## src/sv/lms_fir_pkg.sv

```systemverilog
`timescale 1ns / 1ps
// ----------------------------------------------------------------------------
// LMS adaptive FIR package
// Shared types, constants and fixed-point helpers for the LMS filter core.
// ----------------------------------------------------------------------------
package lms_fir_pkg;

   localparam int DEF_NUM_TAPS = 32;

   localparam int SAMPLE_W = 16;
   localparam int VALUE_W  = 32;
   localparam int PROD_W   = 48;

   localparam int CSR_ADDR_W = 3;
   localparam int CSR_DATA_W = 32;

   // register index codes (paddr[2])
   localparam logic [0:0] REG_STEP_SIZE = 1'b0;

   localparam logic [SAMPLE_W-1:0] STEP_SIZE_RESET = 16'd655;

   typedef struct packed {
      logic hist_we;
      logic w_we;
   } store_ctl_type;

   // round to nearest (ties up) and drop 16 fraction bits of a product
   function automatic logic signed [VALUE_W-1:0] rnd_prod(input logic signed [PROD_W-1:0] p);
      logic signed [PROD_W-1:0] tmp;
      tmp = p + PROD_W'(32768);
      return tmp[PROD_W-1:16];
   endfunction

   // clamp a 33-bit value to the signed 32-bit range
   function automatic logic signed [VALUE_W-1:0] sat33(input logic signed [VALUE_W:0] v);
      logic signed [VALUE_W-1:0] r;
      if (v[VALUE_W] != v[VALUE_W-1]) begin
         r = v[VALUE_W] ? 32'sh80000000 : 32'sh7FFFFFFF;
      end else begin
         r = v[VALUE_W-1:0];
      end
      return r;
   endfunction

endpackage

```

## src/sv/lms_fir_mult.sv

```systemverilog
`timescale 1ns / 1ps
// ----------------------------------------------------------------------------
// LMS FIR shared multiplier
// Signed 32-bit by unsigned 16-bit multiplier with a registered product.
// ----------------------------------------------------------------------------
module lms_fir_mult (
   input  logic                                       clock,
   input  logic signed [lms_fir_pkg::VALUE_W-1:0]     op_a,
   input  logic        [lms_fir_pkg::SAMPLE_W-1:0]    op_b,
   output logic signed [lms_fir_pkg::PROD_W-1:0]      prod
);
   import lms_fir_pkg::*;

   logic signed [VALUE_W+SAMPLE_W:0] full_prod;
   logic signed [PROD_W-1:0]         prod_in;
   logic signed [PROD_W-1:0]         prod_ff;

   // magnitude stays below 2^47, so 48 bits hold it exactly
   assign full_prod = op_a * $signed({1'b0, op_b});
   assign prod_in   = full_prod[PROD_W-1:0];

   always_ff @(posedge clock) begin
      prod_ff <= prod_in;
   end

   assign prod = prod_ff;

endmodule

```

## src/sv/lms_fir_tap_store.sv

```systemverilog
`timescale 1ns / 1ps
// ----------------------------------------------------------------------------
// LMS FIR tap store
// Sample history ring and weight memory, each with per-entry valid bits so
// that entries not yet written read as zero after reset.
// ----------------------------------------------------------------------------
module lms_fir_tap_store #(
   parameter int NUM_TAPS = lms_fir_pkg::DEF_NUM_TAPS,
   parameter int IDX_W    = $clog2(NUM_TAPS)
) (
   input  logic                                    clock,
   input  logic                                    reset,
   input  lms_fir_pkg::store_ctl_type              ctl,
   input  logic [IDX_W-1:0]                        hist_waddr,
   input  logic [lms_fir_pkg::SAMPLE_W-1:0]        hist_wdata,
   input  logic [IDX_W-1:0]                        hist_raddr,
   input  logic [IDX_W-1:0]                        w_waddr,
   input  logic signed [lms_fir_pkg::VALUE_W-1:0]  w_wdata,
   input  logic [IDX_W-1:0]                        w_raddr,
   output logic [lms_fir_pkg::SAMPLE_W-1:0]        x_rd,
   output logic signed [lms_fir_pkg::VALUE_W-1:0]  w_rd
);
   import lms_fir_pkg::*;

   logic [SAMPLE_W-1:0]       hist_mem_ff [NUM_TAPS];
   logic signed [VALUE_W-1:0] w_mem_ff    [NUM_TAPS];
   logic [NUM_TAPS-1:0]       hist_vld_ff;
   logic [NUM_TAPS-1:0]       w_vld_ff;
   logic [SAMPLE_W-1:0]       x_raw_ff;
   logic signed [VALUE_W-1:0] w_raw_ff;
   logic                      x_vld_ff;
   logic                      w_rvld_ff;

   always_ff @(posedge clock) begin
      if (ctl.hist_we) begin
         hist_mem_ff[hist_waddr] <= hist_wdata;
      end
      if (ctl.w_we) begin
         w_mem_ff[w_waddr] <= w_wdata;
      end
      x_raw_ff <= hist_mem_ff[hist_raddr];
      w_raw_ff <= w_mem_ff[w_raddr];
   end

   always_ff @(posedge clock) begin
      if (reset) begin
         hist_vld_ff <= '0;
         w_vld_ff    <= '0;
         x_vld_ff    <= 1'b0;
         w_rvld_ff   <= 1'b0;
      end else begin
         if (ctl.hist_we) begin
            hist_vld_ff[hist_waddr] <= 1'b1;
         end
         if (ctl.w_we) begin
            w_vld_ff[w_waddr] <= 1'b1;
         end
         x_vld_ff  <= hist_vld_ff[hist_raddr];
         w_rvld_ff <= w_vld_ff[w_raddr];
      end
   end

   assign x_rd = x_vld_ff  ? x_raw_ff : '0;
   assign w_rd = w_rvld_ff ? w_raw_ff : '0;

endmodule

```

## src/sv/lms_adaptive_fir_core.sv

```systemverilog
`timescale 1ns / 1ps
// ----------------------------------------------------------------------------
// LMS adaptive FIR core
// Each input runs two sweeps over the taps, a filter sweep and a weight
// update sweep, through the one shared multiplier and the tap memories; a
// new input is accepted only once the update sweep is done.
// A stalled result holds the sequencer before the weight update sweep.
// Reset (synchronous): step_size = 655, history and weights read as zero.
// ----------------------------------------------------------------------------
module lms_adaptive_fir_core #(
   parameter int NUM_TAPS = lms_fir_pkg::DEF_NUM_TAPS
) (
   input  logic                                    clock,
   input  logic                                    reset,
   // req_tdata: [15:0] ref_sample, [31:16] desired_sample
   input  logic                                    req_tvalid,
   output logic                                    req_tready,
   input  logic [31:0]                             req_tdata,
   input  logic                                    req_tlast,   // frame_last
   // rsp_tdata: [31:0] error_value, [63:32] filter_output
   output logic                                    rsp_tvalid,
   input  logic                                    rsp_tready,
   output logic [63:0]                             rsp_tdata,
   output logic                                    rsp_tlast,   // last_out
   input  logic                                    csr_psel,
   input  logic                                    csr_penable,
   input  logic                                    csr_pwrite,
   input  logic [lms_fir_pkg::CSR_ADDR_W-1:0]      csr_paddr,
   input  logic [lms_fir_pkg::CSR_DATA_W-1:0]      csr_pwdata,
   output logic [lms_fir_pkg::CSR_DATA_W-1:0]      csr_prdata,
   output logic                                    csr_pready
);
   import lms_fir_pkg::*;

   localparam int IDX_W = $clog2(NUM_TAPS);
   localparam int CNT_W = $clog2(NUM_TAPS + 1);
   localparam int ACC_W = PROD_W + IDX_W;
   localparam int YW    = ACC_W - 16;

   localparam logic signed [YW-1:0] Y_HI = YW'(32'sh7FFFFFFF);
   localparam logic signed [YW-1:0] Y_LO = YW'(32'sh80000000);

   localparam logic [2:0] ST_IDLE = 3'd0;
   localparam logic [2:0] ST_ACC  = 3'd1;
   localparam logic [2:0] ST_FINY = 3'd2;
   localparam logic [2:0] ST_EMIT = 3'd3;
   localparam logic [2:0] ST_MULT = 3'd4;
   localparam logic [2:0] ST_TCAP = 3'd5;
   localparam logic [2:0] ST_UPD  = 3'd6;

   logic [2:0]                state_ff, state_in;
   logic [IDX_W-1:0]          head_ff, head_in;
   logic [IDX_W-1:0]          rptr_ff, rptr_in;
   logic [CNT_W-1:0]          cnt_ff, cnt_in;
   logic                      rd_vld_ff, mul_vld_ff;
   logic [IDX_W-1:0]          idx1_ff, idx2_ff;
   logic signed [VALUE_W-1:0] w_hold_ff;
   logic signed [ACC_W-1:0]   acc_ff, acc_in;
   logic [SAMPLE_W-1:0]       d_ff, d_in;
   logic                      last_ff, last_in;
   logic signed [VALUE_W-1:0] y_ff, y_in;
   logic signed [VALUE_W-1:0] e_ff, e_in;
   logic signed [VALUE_W-1:0] t_ff, t_in;
   logic [SAMPLE_W-1:0]       step_ff, step_in;
   logic [63:0]               rsp_data_ff, rsp_data_in;
   logic                      rsp_last_ff, rsp_last_in;
   logic                      rsp_vld_ff, rsp_vld_in;

   logic                      req_acc;
   logic                      issuing;
   logic                      drained;
   logic                      rsp_load;
   logic [IDX_W-1:0]          hp_new;
   logic [IDX_W-1:0]          rptr_next;
   store_ctl_type             store_ctl;
   logic [SAMPLE_W-1:0]       x_rd;
   logic signed [VALUE_W-1:0] w_rd;
   logic signed [VALUE_W-1:0] op_a;
   logic [SAMPLE_W-1:0]       op_b;
   logic signed [PROD_W-1:0]  prod;
   logic signed [ACC_W-1:0]   acc_rnd;
   logic signed [YW-1:0]      y_wide;
   logic signed [VALUE_W-1:0] e_new;
   logic signed [VALUE_W-1:0] upd_delta;
   logic signed [VALUE_W-1:0] w_new;
   logic                      csr_wr;

   // ---------------- datapath units ----------------
   lms_fir_tap_store #(
      .NUM_TAPS (NUM_TAPS),
      .IDX_W    (IDX_W)
   ) u_store (
      .clock      (clock),
      .reset      (reset),
      .ctl        (store_ctl),
      .hist_waddr (hp_new),
      .hist_wdata (req_tdata[15:0]),
      .hist_raddr (rptr_ff),
      .w_waddr    (idx2_ff),
      .w_wdata    (w_new),
      .w_raddr    (cnt_ff[IDX_W-1:0]),
      .x_rd       (x_rd),
      .w_rd       (w_rd)
   );

   lms_fir_mult u_mult (
      .clock (clock),
      .op_a  (op_a),
      .op_b  (op_b),
      .prod  (prod)
   );

   always_comb begin
      case (state_ff)
         ST_ACC:  begin
            op_a = w_rd;
            op_b = x_rd;
         end
         ST_MULT: begin
            op_a = e_ff;
            op_b = step_ff;
         end
         default: begin
            op_a = t_ff;
            op_b = x_rd;
         end
      endcase
   end

   // ---------------- control ----------------
   assign req_tready = (state_ff == ST_IDLE);
   assign req_acc    = req_tvalid && req_tready;
   assign issuing    = ((state_ff == ST_ACC) || (state_ff == ST_UPD)) &&
                       (cnt_ff != CNT_W'(NUM_TAPS));
   assign drained    = !issuing && !rd_vld_ff && !mul_vld_ff;
   assign rsp_load   = (state_ff == ST_EMIT) && (!rsp_vld_ff || rsp_tready);
   assign hp_new     = (head_ff == '0) ? IDX_W'(NUM_TAPS - 1) : head_ff - 1'b1;
   assign rptr_next  = (rptr_ff == IDX_W'(NUM_TAPS - 1)) ? '0 : rptr_ff + 1'b1;

   assign store_ctl.hist_we = req_acc;
   assign store_ctl.w_we    = (state_ff == ST_UPD) && mul_vld_ff;

   assign acc_rnd   = acc_ff + ACC_W'(32768);
   assign y_wide    = acc_rnd[ACC_W-1:16];
   assign e_new     = sat33($signed({9'b0, d_ff, 8'b0}) - $signed({y_ff[VALUE_W-1], y_ff}));
   assign upd_delta = rnd_prod(prod);
   assign w_new     = sat33($signed({w_hold_ff[VALUE_W-1], w_hold_ff}) +
                            $signed({upd_delta[VALUE_W-1], upd_delta}));

   always_comb begin
      state_in    = state_ff;
      head_in     = head_ff;
      rptr_in     = rptr_ff;
      cnt_in      = cnt_ff;
      acc_in      = acc_ff;
      d_in        = d_ff;
      last_in     = last_ff;
      y_in        = y_ff;
      e_in        = e_ff;
      t_in        = t_ff;
      rsp_data_in = rsp_data_ff;
      rsp_last_in = rsp_last_ff;
      rsp_vld_in  = rsp_vld_ff && !rsp_tready;

      if (issuing) begin
         cnt_in  = cnt_ff + 1'b1;
         rptr_in = rptr_next;
      end

      case (state_ff)
         ST_IDLE: begin
            if (req_acc) begin
               head_in  = hp_new;
               rptr_in  = hp_new;
               cnt_in   = '0;
               acc_in   = '0;
               d_in     = req_tdata[31:16];
               last_in  = req_tlast;
               state_in = ST_ACC;
            end
         end
         ST_ACC: begin
            if (mul_vld_ff) begin
               acc_in = acc_ff + ACC_W'(prod);
            end
            if (drained) begin
               state_in = ST_FINY;
            end
         end
         ST_FINY: begin
            if (y_wide > Y_HI) begin
               y_in = 32'sh7FFFFFFF;
            end else if (y_wide < Y_LO) begin
               y_in = 32'sh80000000;
            end else begin
               y_in = y_wide[VALUE_W-1:0];
            end
            state_in = ST_EMIT;
         end
         ST_EMIT: begin
            // hold until the output register is free
            if (rsp_load) begin
               rsp_data_in = {y_ff, e_new};
               rsp_last_in = last_ff;
               rsp_vld_in  = 1'b1;
               e_in        = e_new;
               state_in    = ST_MULT;
            end
         end
         ST_MULT: begin
            state_in = ST_TCAP;
         end
         ST_TCAP: begin
            t_in     = rnd_prod(prod);
            cnt_in   = '0;
            rptr_in  = head_ff;
            state_in = ST_UPD;
         end
         ST_UPD: begin
            if (drained) begin
               state_in = ST_IDLE;
            end
         end
         default: begin
            state_in = ST_IDLE;
         end
      endcase
   end

   always_ff @(posedge clock) begin
      if (reset) begin
         state_ff   <= ST_IDLE;
         head_ff    <= '0;
         rptr_ff    <= '0;
         cnt_ff     <= '0;
         rd_vld_ff  <= 1'b0;
         mul_vld_ff <= 1'b0;
         rsp_vld_ff <= 1'b0;
      end else begin
         state_ff   <= state_in;
         head_ff    <= head_in;
         rptr_ff    <= rptr_in;
         cnt_ff     <= cnt_in;
         rd_vld_ff  <= issuing;
         mul_vld_ff <= rd_vld_ff;
         rsp_vld_ff <= rsp_vld_in;
      end
   end

   // payload and pipeline alignment registers
   always_ff @(posedge clock) begin
      idx1_ff     <= cnt_ff[IDX_W-1:0];
      idx2_ff     <= idx1_ff;
      w_hold_ff   <= w_rd;
      acc_ff      <= acc_in;
      d_ff        <= d_in;
      last_ff     <= last_in;
      y_ff        <= y_in;
      e_ff        <= e_in;
      t_ff        <= t_in;
      rsp_data_ff <= rsp_data_in;
      rsp_last_ff <= rsp_last_in;
   end

   assign rsp_tvalid = rsp_vld_ff;
   assign rsp_tdata  = rsp_data_ff;
   assign rsp_tlast  = rsp_last_ff;

   // ---------------- register port ----------------
   assign csr_wr     = csr_psel && csr_penable && csr_pwrite &&
                       (csr_paddr[2] == REG_STEP_SIZE);
   assign step_in    = csr_wr ? csr_pwdata[SAMPLE_W-1:0] : step_ff;
   assign csr_pready = 1'b1;
   assign csr_prdata = (csr_paddr[2] == REG_STEP_SIZE) ?
                       {{(CSR_DATA_W - SAMPLE_W){1'b0}}, step_ff} : '0;

   always_ff @(posedge clock) begin
      if (reset) begin
         step_ff <= STEP_SIZE_RESET;
      end else begin
         step_ff <= step_in;
      end
   end

   // ---------------- assertions ----------------
   a_wwe_in_upd: assert property (@(posedge clock) disable iff (reset)
      store_ctl.w_we |-> (state_ff == ST_UPD))
      else $error("weight write outside update sweep");

   a_accept_starts: assert property (@(posedge clock) disable iff (reset)
      req_acc |=> (state_ff == ST_ACC) && (cnt_ff == '0))
      else $error("accepted transaction did not start accumulation");

   a_cnt_range: assert property (@(posedge clock) disable iff (reset)
      !(cnt_ff > CNT_W'(NUM_TAPS)))
      else $error("tap counter out of range");

   a_no_overwrite: assert property (@(posedge clock) disable iff (reset)
      (rsp_vld_ff && !rsp_tready && (state_ff == ST_EMIT)) |=> (state_ff == ST_EMIT))
      else $error("result loaded over a pending transaction");

endmodule

```

## config.mk

```make
export PLATFORM = sky130hd
export DESIGN_NAME = lms_adaptive_fir_core
export DESIGN_NICKNAME = d
export VERILOG_FILES = /design/src/sv/lms_fir_pkg.sv /design/src/sv/lms_fir_mult.sv /design/src/sv/lms_fir_tap_store.sv /design/src/sv/lms_adaptive_fir_core.sv
export SDC_FILE = /design/constraint.sdc
export NUM_CORES = 2
export LEC_CHECK = 0
export BUFFER_PORTS_ARGS = -buffer_cell sky130_fd_sc_hd__buf_2
export CORE_ASPECT_RATIO = 1.2
export CORE_MARGIN = 10
export CORE_UTILIZATION = 50
export CTS_BUF_LIST = sky130_fd_sc_hd__clkbuf_4 sky130_fd_sc_hd__clkbuf_8
export DETAILED_ROUTE_END_ITERATION = 16
export PLACE_DENSITY = 0.68
export SYNTH_ARGS = -nofsm -noshare
export SYNTH_HDL_FRONTEND = slang
export SYNTH_SLANG_ARGS = --single-unit
```

## constraint.sdc

```tcl
create_clock -name clock -period 8.1 [get_ports clock]
set_clock_uncertainty 0.1 [all_clocks]
set_input_delay 1.215 -clock clock [delete_from_list [all_inputs] [get_ports clock]]
set_output_delay 1.215 -clock clock [all_outputs]
set_load 0.01 [all_outputs]
```

Word-level counts from Yosys, hierarchy flattened. Memory sizes are Yosys's and may differ from the RTL's. A register that Yosys moved wholly into a read port is not among the register bits. Cells that the tools add are included.

$add $sub $neg: 8. Multiplexer cells: 40. Reductions and logical operators: 26. $lt $le $gt $ge: 8. Equality and inequality tests: 15. $mul: 1. Bitwise logic cells: 3. Div/mod/pow operators: 0. Shifts and indexed selects: 0.

Operator list (number): $mux W32 (6); $mux W53 (2); $pmux W53 S2 (1); $or A32 B32 Y32 (2); $pmux W32 S2 (1); $add A53 B17 Y53 const B (1); $add A53 B48 Y53 (1); $add A48 B17 Y48 const B (1); $mul A32 B17 Y48 (1); $mux W16 (3); $gt A37 B32 Y1 const B (1); $lt A37 B32 Y1 const B (1); $add A32 B32 Y33 (1); $sub A25 B32 Y33 (1); $lt A5 B6 Y1 const B (4); $pmux W3 S7 (1); $mux W5 (4); $logic_and A1 B1 Y1 (12); $mux W3 (4); $mux W6 (2); $pmux W6 S2 (1); $bmux W1 S5 (2); $demux W1 S5 (2); $ge A5 B1 Y1 const B (2); other kinds (22) (44).

Memory bits (writable): 1536. Output and inout bits: 100. Bits of input ports: 75. ROM bits: 0. Logic and storage cells: 127. Latch bits: 0. Bits in registers: 425. Memories kept: 2.

Memories: u_store.w_mem_ff (depth 32, width 32, read ports 1, clocked after Yosys merged registers in 1, write ports 1, RTL line lms_fir_tap_store.sv:26) `logic signed [VALUE_W-1:0] w_mem_ff [NUM_TAPS];`; u_store.hist_mem_ff (depth 32, width 16, read ports 1, clocked after Yosys merged registers in 1, write ports 1, RTL line lms_fir_tap_store.sv:25) `logic [SAMPLE_W-1:0] hist_mem_ff [NUM_TAPS];`.

Depth between registers and ports, before layout.
Depth in word-level cells: 8. Depth in mapped cells: 31. Depth with buffers taken out: 28.

Hierarchy. A second synthesis with hierarchy kept.

Cell total of the unflattened synthesis: 6591. Area total of the unflattened synthesis: 98836.0 um^2.

By module, submodules not included: lms_fir_tap_store (cells each 2625, area each 62134.6 um^2, times used 1, seq. area each 48406.4 um^2); lms_fir_mult (cells each 2108, area each 19029.5 um^2, times used 1, seq. area each 960.9 um^2); lms_adaptive_fir_core (cells each 1858, area each 17671.9 um^2, times used 1, seq. area each 7577.3 um^2).

Least setup slack after synthesis. OpenSTA, ideal clock, no wires.

Path type: register to register. From: reg state_ff[2]. To: reg u_mult.prod_ff[41] (netlist: u_mult.prod[41]). Required time: 7.880 ns. Arrival time: 7.717 ns. Slack: 0.163 ns. Period minus slack after synthesis: 7.937 ns. Buffers on the path: 3. Library setup time: 0.120 ns. Stages on the path, launching flop included: 28. Path through: dfxtp_1 clkbuf_1 nor3b_1 clkbuf_1 nor2_1 clkbuf_1 a221oi_1 nor2_1 fa_1 inv_1 fa_1 fa_1 fa_1 inv_1 fa_1 inv_1 fa_1 inv_1 ha_1 a21oi_1 o21a_1 o211a_1 a2111oi_0 nor3_1 o311ai_0 a21o_1 a21oi_1 xnor2_1.

Longest elaborated chain between the ends: 3. Elaborated cells on any way between the ends: 5. Those cells by class: mul (1); eq/ne (2); mux (2).

RTL lines: start, declared (RTL line lms_adaptive_fir_core.sv:51) `logic [2:0] state_ff, state_in;`; start signal, assigned (RTL line lms_adaptive_fir_core.sv:240) `state_ff <= state_in;`; $eq A3 B3 Y1 or $eq A3 B1 Y1 (tied branches) (RTL line lms_adaptive_fir_core.sv:114) `case (state_ff)`; $pmux W32 S2 or $mux W16 (tied branches) (RTL line lms_adaptive_fir_core.sv:114); $mul A32 B17 Y48 * (RTL line lms_fir_mult.sv:19) `assign full_prod = op_a * $signed({1'b0, op_b});`; named net u_mult.full_prod[41] (RTL line lms_fir_mult.sv:14) `logic signed [VALUE_W+SAMPLE_W:0] full_prod;`; end signal, assigned (RTL line lms_fir_mult.sv:23) `prod_ff <= prod_in;`; end, declared (RTL line lms_fir_mult.sv:16) `logic signed [PROD_W-1:0] prod_ff;`.

Mark *: on every way through the listed nets, which the timed path passes. The rest lies on a longest branch. A chain may end at the register's enable or synchronous reset.

Worst setup path after layout.
From: reg state_ff[2]. To: reg u_mult.prod_ff[45] (netlist: u_mult.prod[45]).

The elaborated chain is that of the path after synthesis.

==> impl_results.md <==
* Initial antenna violation count at 11
* Worst-Margin Slew at 1330 ps
* Htree depth at 5
* RSZ-0062 raised after global routing: no
* Power Density at 250 nW/um^2
* Critical path's slowest cell: a221oi_1
* Seq/Total Area, Yosys at 0.581
* Total Routing Usage GR at 0.231
* Die ar. at 214,000 um^2
* GP Congestion at 0.924
* Fin. max-slew vios at 0
* Clk buf depth at 4
* CTS root buf: clkbuf_8
* Post-Route WL at 250,000 um
* Gate Count Post-Synth at 6,533
* Crit path arrival time at 8660 ps
* Top sig layer: met4
* Synth top cells by count: edfxtp_1, inv_1, nor2_1, mux4_2, nand2_1
* Crit start category: flip-flop
* Vias in the first global route at 59.6k
* Final HPWL DP at 166,000 um
* Routed len/inst at 25.4 um
* Max rail drop VDD at 0.181 mV
* DP Area at 104,000 um^2
* CTS sink cnt at 1,977
* Synth Register Bits at 1,977
* Reg2reg setup slack at 220 ps
* Max Cap Viol at 0
* Cell taking the most area after synthesis: edfxtp_1
* Core area at 194,000 um^2
* DR WL met2 at 127,000 um
* Vias/cell at 5.83
* Vias after detailed routing at 57.4k
* Final Hold Vio Count at 0
* Pin count of the biggest net entering global routing at 92
* Period utilization at 0.973
* CP Max Fanout at 5
* GR Overflow Total at 0
* Top-area cell type share of the netlist area at 0.532
* Initial drt markers at 4,953
* Tmin final at 7880 ps
* First-pass GRT wire length at 373,000 um
* # hold bufs at CTS at 0
* Asr flop ratio synth at 0
* Area grow syn2layout at 12.6%
* Post-DRT Antenna Nets at 0
* CTS tree: built
* Initial Utilization at 0.504
* CP top delay family: adder cells
* Leak at 40.6 nW
* Outcome: finished, final reports clean
* Layout cell share with drive strength beyond 1 at 0.233
* Hold_ws at 178 ps
* CTS Buf Count at 323
* Ports at 175
* Post-Syn Area at 97,900 um^2
* Crit-path most repeated cell: fa_1
* Die Y at 505 um
* Worst Hold Class: flip-flop to flip-flop
* Routed length on met3 at 15,800 um
* EDFF count, synth at 1,735
* Post-Layout Inst Area at 110,000 um^2
* Worst EP required at 8870 ps
* IO buf count at 139
* Crit end category: flip-flop
* DRT met1 WL at 93,300 um
* CP Buf/Inv Count at 8
* Syn Area/Cell at 15.0 um^2
* Final #Nets at 7,809
* Row cnt at 177
* Die X at 424 um
* Worst path max stage delay at 820 ps
* Worst-Skew Late Latency at 1060 ps
* Final setup vio count at 0
* Most frequent cell after synthesis: edfxtp_1
* Drt pass-1 iters at 6
* Ys Warns at 0
* Drt drc at 0
* Synth area leaders: edfxtp_1, mux4_2, fa_1, dfxtp_1, ha_1
* CP Class: flip-flop to flip-flop
* Fmax at 127 MHz
* Unique masters post-synth at 86
* CTS clk-pin slew, worst paths at 60 ps
* Top FF cell, synth: edfxtp_1
* Rel. slew slack at 0.115
per-layer routing:
layer,GRT usage,vias up
met1,0.286,29735
met3,0.0383,618
met2,0.391,2220
li1,-,24861
met4,0.116,0
met5,0,-
flip-flops by register name, summed over array words and instances (netlist names), 6 cells and up:
| signal | flops |
|---|---|
| u_store.w_raw_ff | 32 |
| u_store.w_vld_ff | 32 |
| u_mult.prod | 48 |
| step_ff | 16 |
| d_ff | 16 |
| t_ff | 32 |
| u_store.hist_mem_ff | 512 |
| cnt_ff | 6 |
| u_store.w_mem_ff | 1024 |
| acc_ff | 53 |
| u_store.hist_vld_ff | 32 |
| e_ff | 31 |
| u_store.x_raw_ff | 16 |
| w_hold_ff | 32 |
| y_ff | 32 |
| rsp_tdata | 33 |
cell type report:
| type | instances | area (um^2) |
|---|---|---|
| antenna | 7 | 17.5 |
| clock buffer | 446 | 5480 |
| clock inverter | 113 | 731 |
| fill | 15362 | 84200 |
| inverter | 648 | 2430 |
| multi-input combinational | 3624 | 38100 |
| sequential | 1977 | 57000 |
| tap | 2595 | 3250 |
| timing repair buffer | 448 | 3300 |
layout by cell type, fill, tap and decap left out, types with 20 or more instances in the layout:
cell      instances
edfxtp_1       1735
inv_1           648
mux4_2          500
nand2_1         489
fa_1            486
nor2_1          478
clkbuf_8        341
buf_4           286
dfxtp_1         232
ha_1            224
a21oi_1         166
buf_2           138
o21ai_0         124
xnor2_1         120
clkbuf_4        105
xor2_1           83
and3_1           72
a21o_1           68
nand3_1          66
clkinv_1         58
mux2_2           50
nor3_1           44
and2_1           43
nor2b_1          43
nor2_4           37
clkinv_2         36
a31oi_1          33
a221o_1          31
nand4_1          31
nand2b_1         28
nor2_2           26
a221oi_1         24
buf_12           21
o21ai_2          20
repair_timing:
item                                    CTS  global route
gates resized for setup                  10            42
gates cloned                              0             1
pin swaps                                 1             2
setup buffers                             3            10
endpoints found under the setup margin   11            12
kinds of logic after synthesis:
| logic type | count (synthesis) | share of synthesized area |
|---|---|---|
| compound gates | 666 | 0.0456 |
| xor+xnor | 203 | 0.0182 |
| fa+ha+maj | 718 | 0.129 |
| buf+inv | 948 | 0.0374 |
| flops | 1977 | 0.581 |
| mux | 559 | 0.122 |
| other cells | 2 | 0.0000767 |
| simple gates | 1460 | 0.0669 |
through the flow:
| stage | TNS [ps] | setup slack, ps | util | instances | total power [W] |
|---|---|---|---|---|---|
| 3_3_place_gp | -1410 | -301 | 0.533 | 9277 | 0.0190 |
| 6_report | 0 | 216 | 0.567 | 9858 | 0.0275 |
| 4_1_cts | 0 | 6.54 | 0.565 | 9839 | 0.0277 |
| 5_1_grt | 0 | 1.72 | 0.567 | 9853 | 0.0287 |
| 3_5_place_dp | -2760 | -402 | 0.533 | 9277 | 0.0192 |
| 2_1_floorplan | 0 | 163 | - | 6548 | 0.0170 |
report_power, final:
part	total, W	internal, W	switching (W)
clock	0.00845	0.00462	0.00383
sequential	0.0131	0.0128	0.000377
combinational	0.00596	0.00214	0.00382
final timing paths:
check,startpoint,to,cells past startpoint
setup / recovery,state_ff[2]$_SDFFE_PP0P_,u_mult.prod[45]$_DFF_P_,28
hold / removal,idx1_ff[0]$_DFF_P_,idx2_ff[0]$_DFF_P_,0
setup reg to reg,state_ff[2]$_SDFFE_PP0P_,u_mult.prod[45]$_DFF_P_,28
hold reg to reg,idx1_ff[0]$_DFF_P_,idx2_ff[0]$_DFF_P_,0
Note: power is estimated with default switching activity, not from simulation.
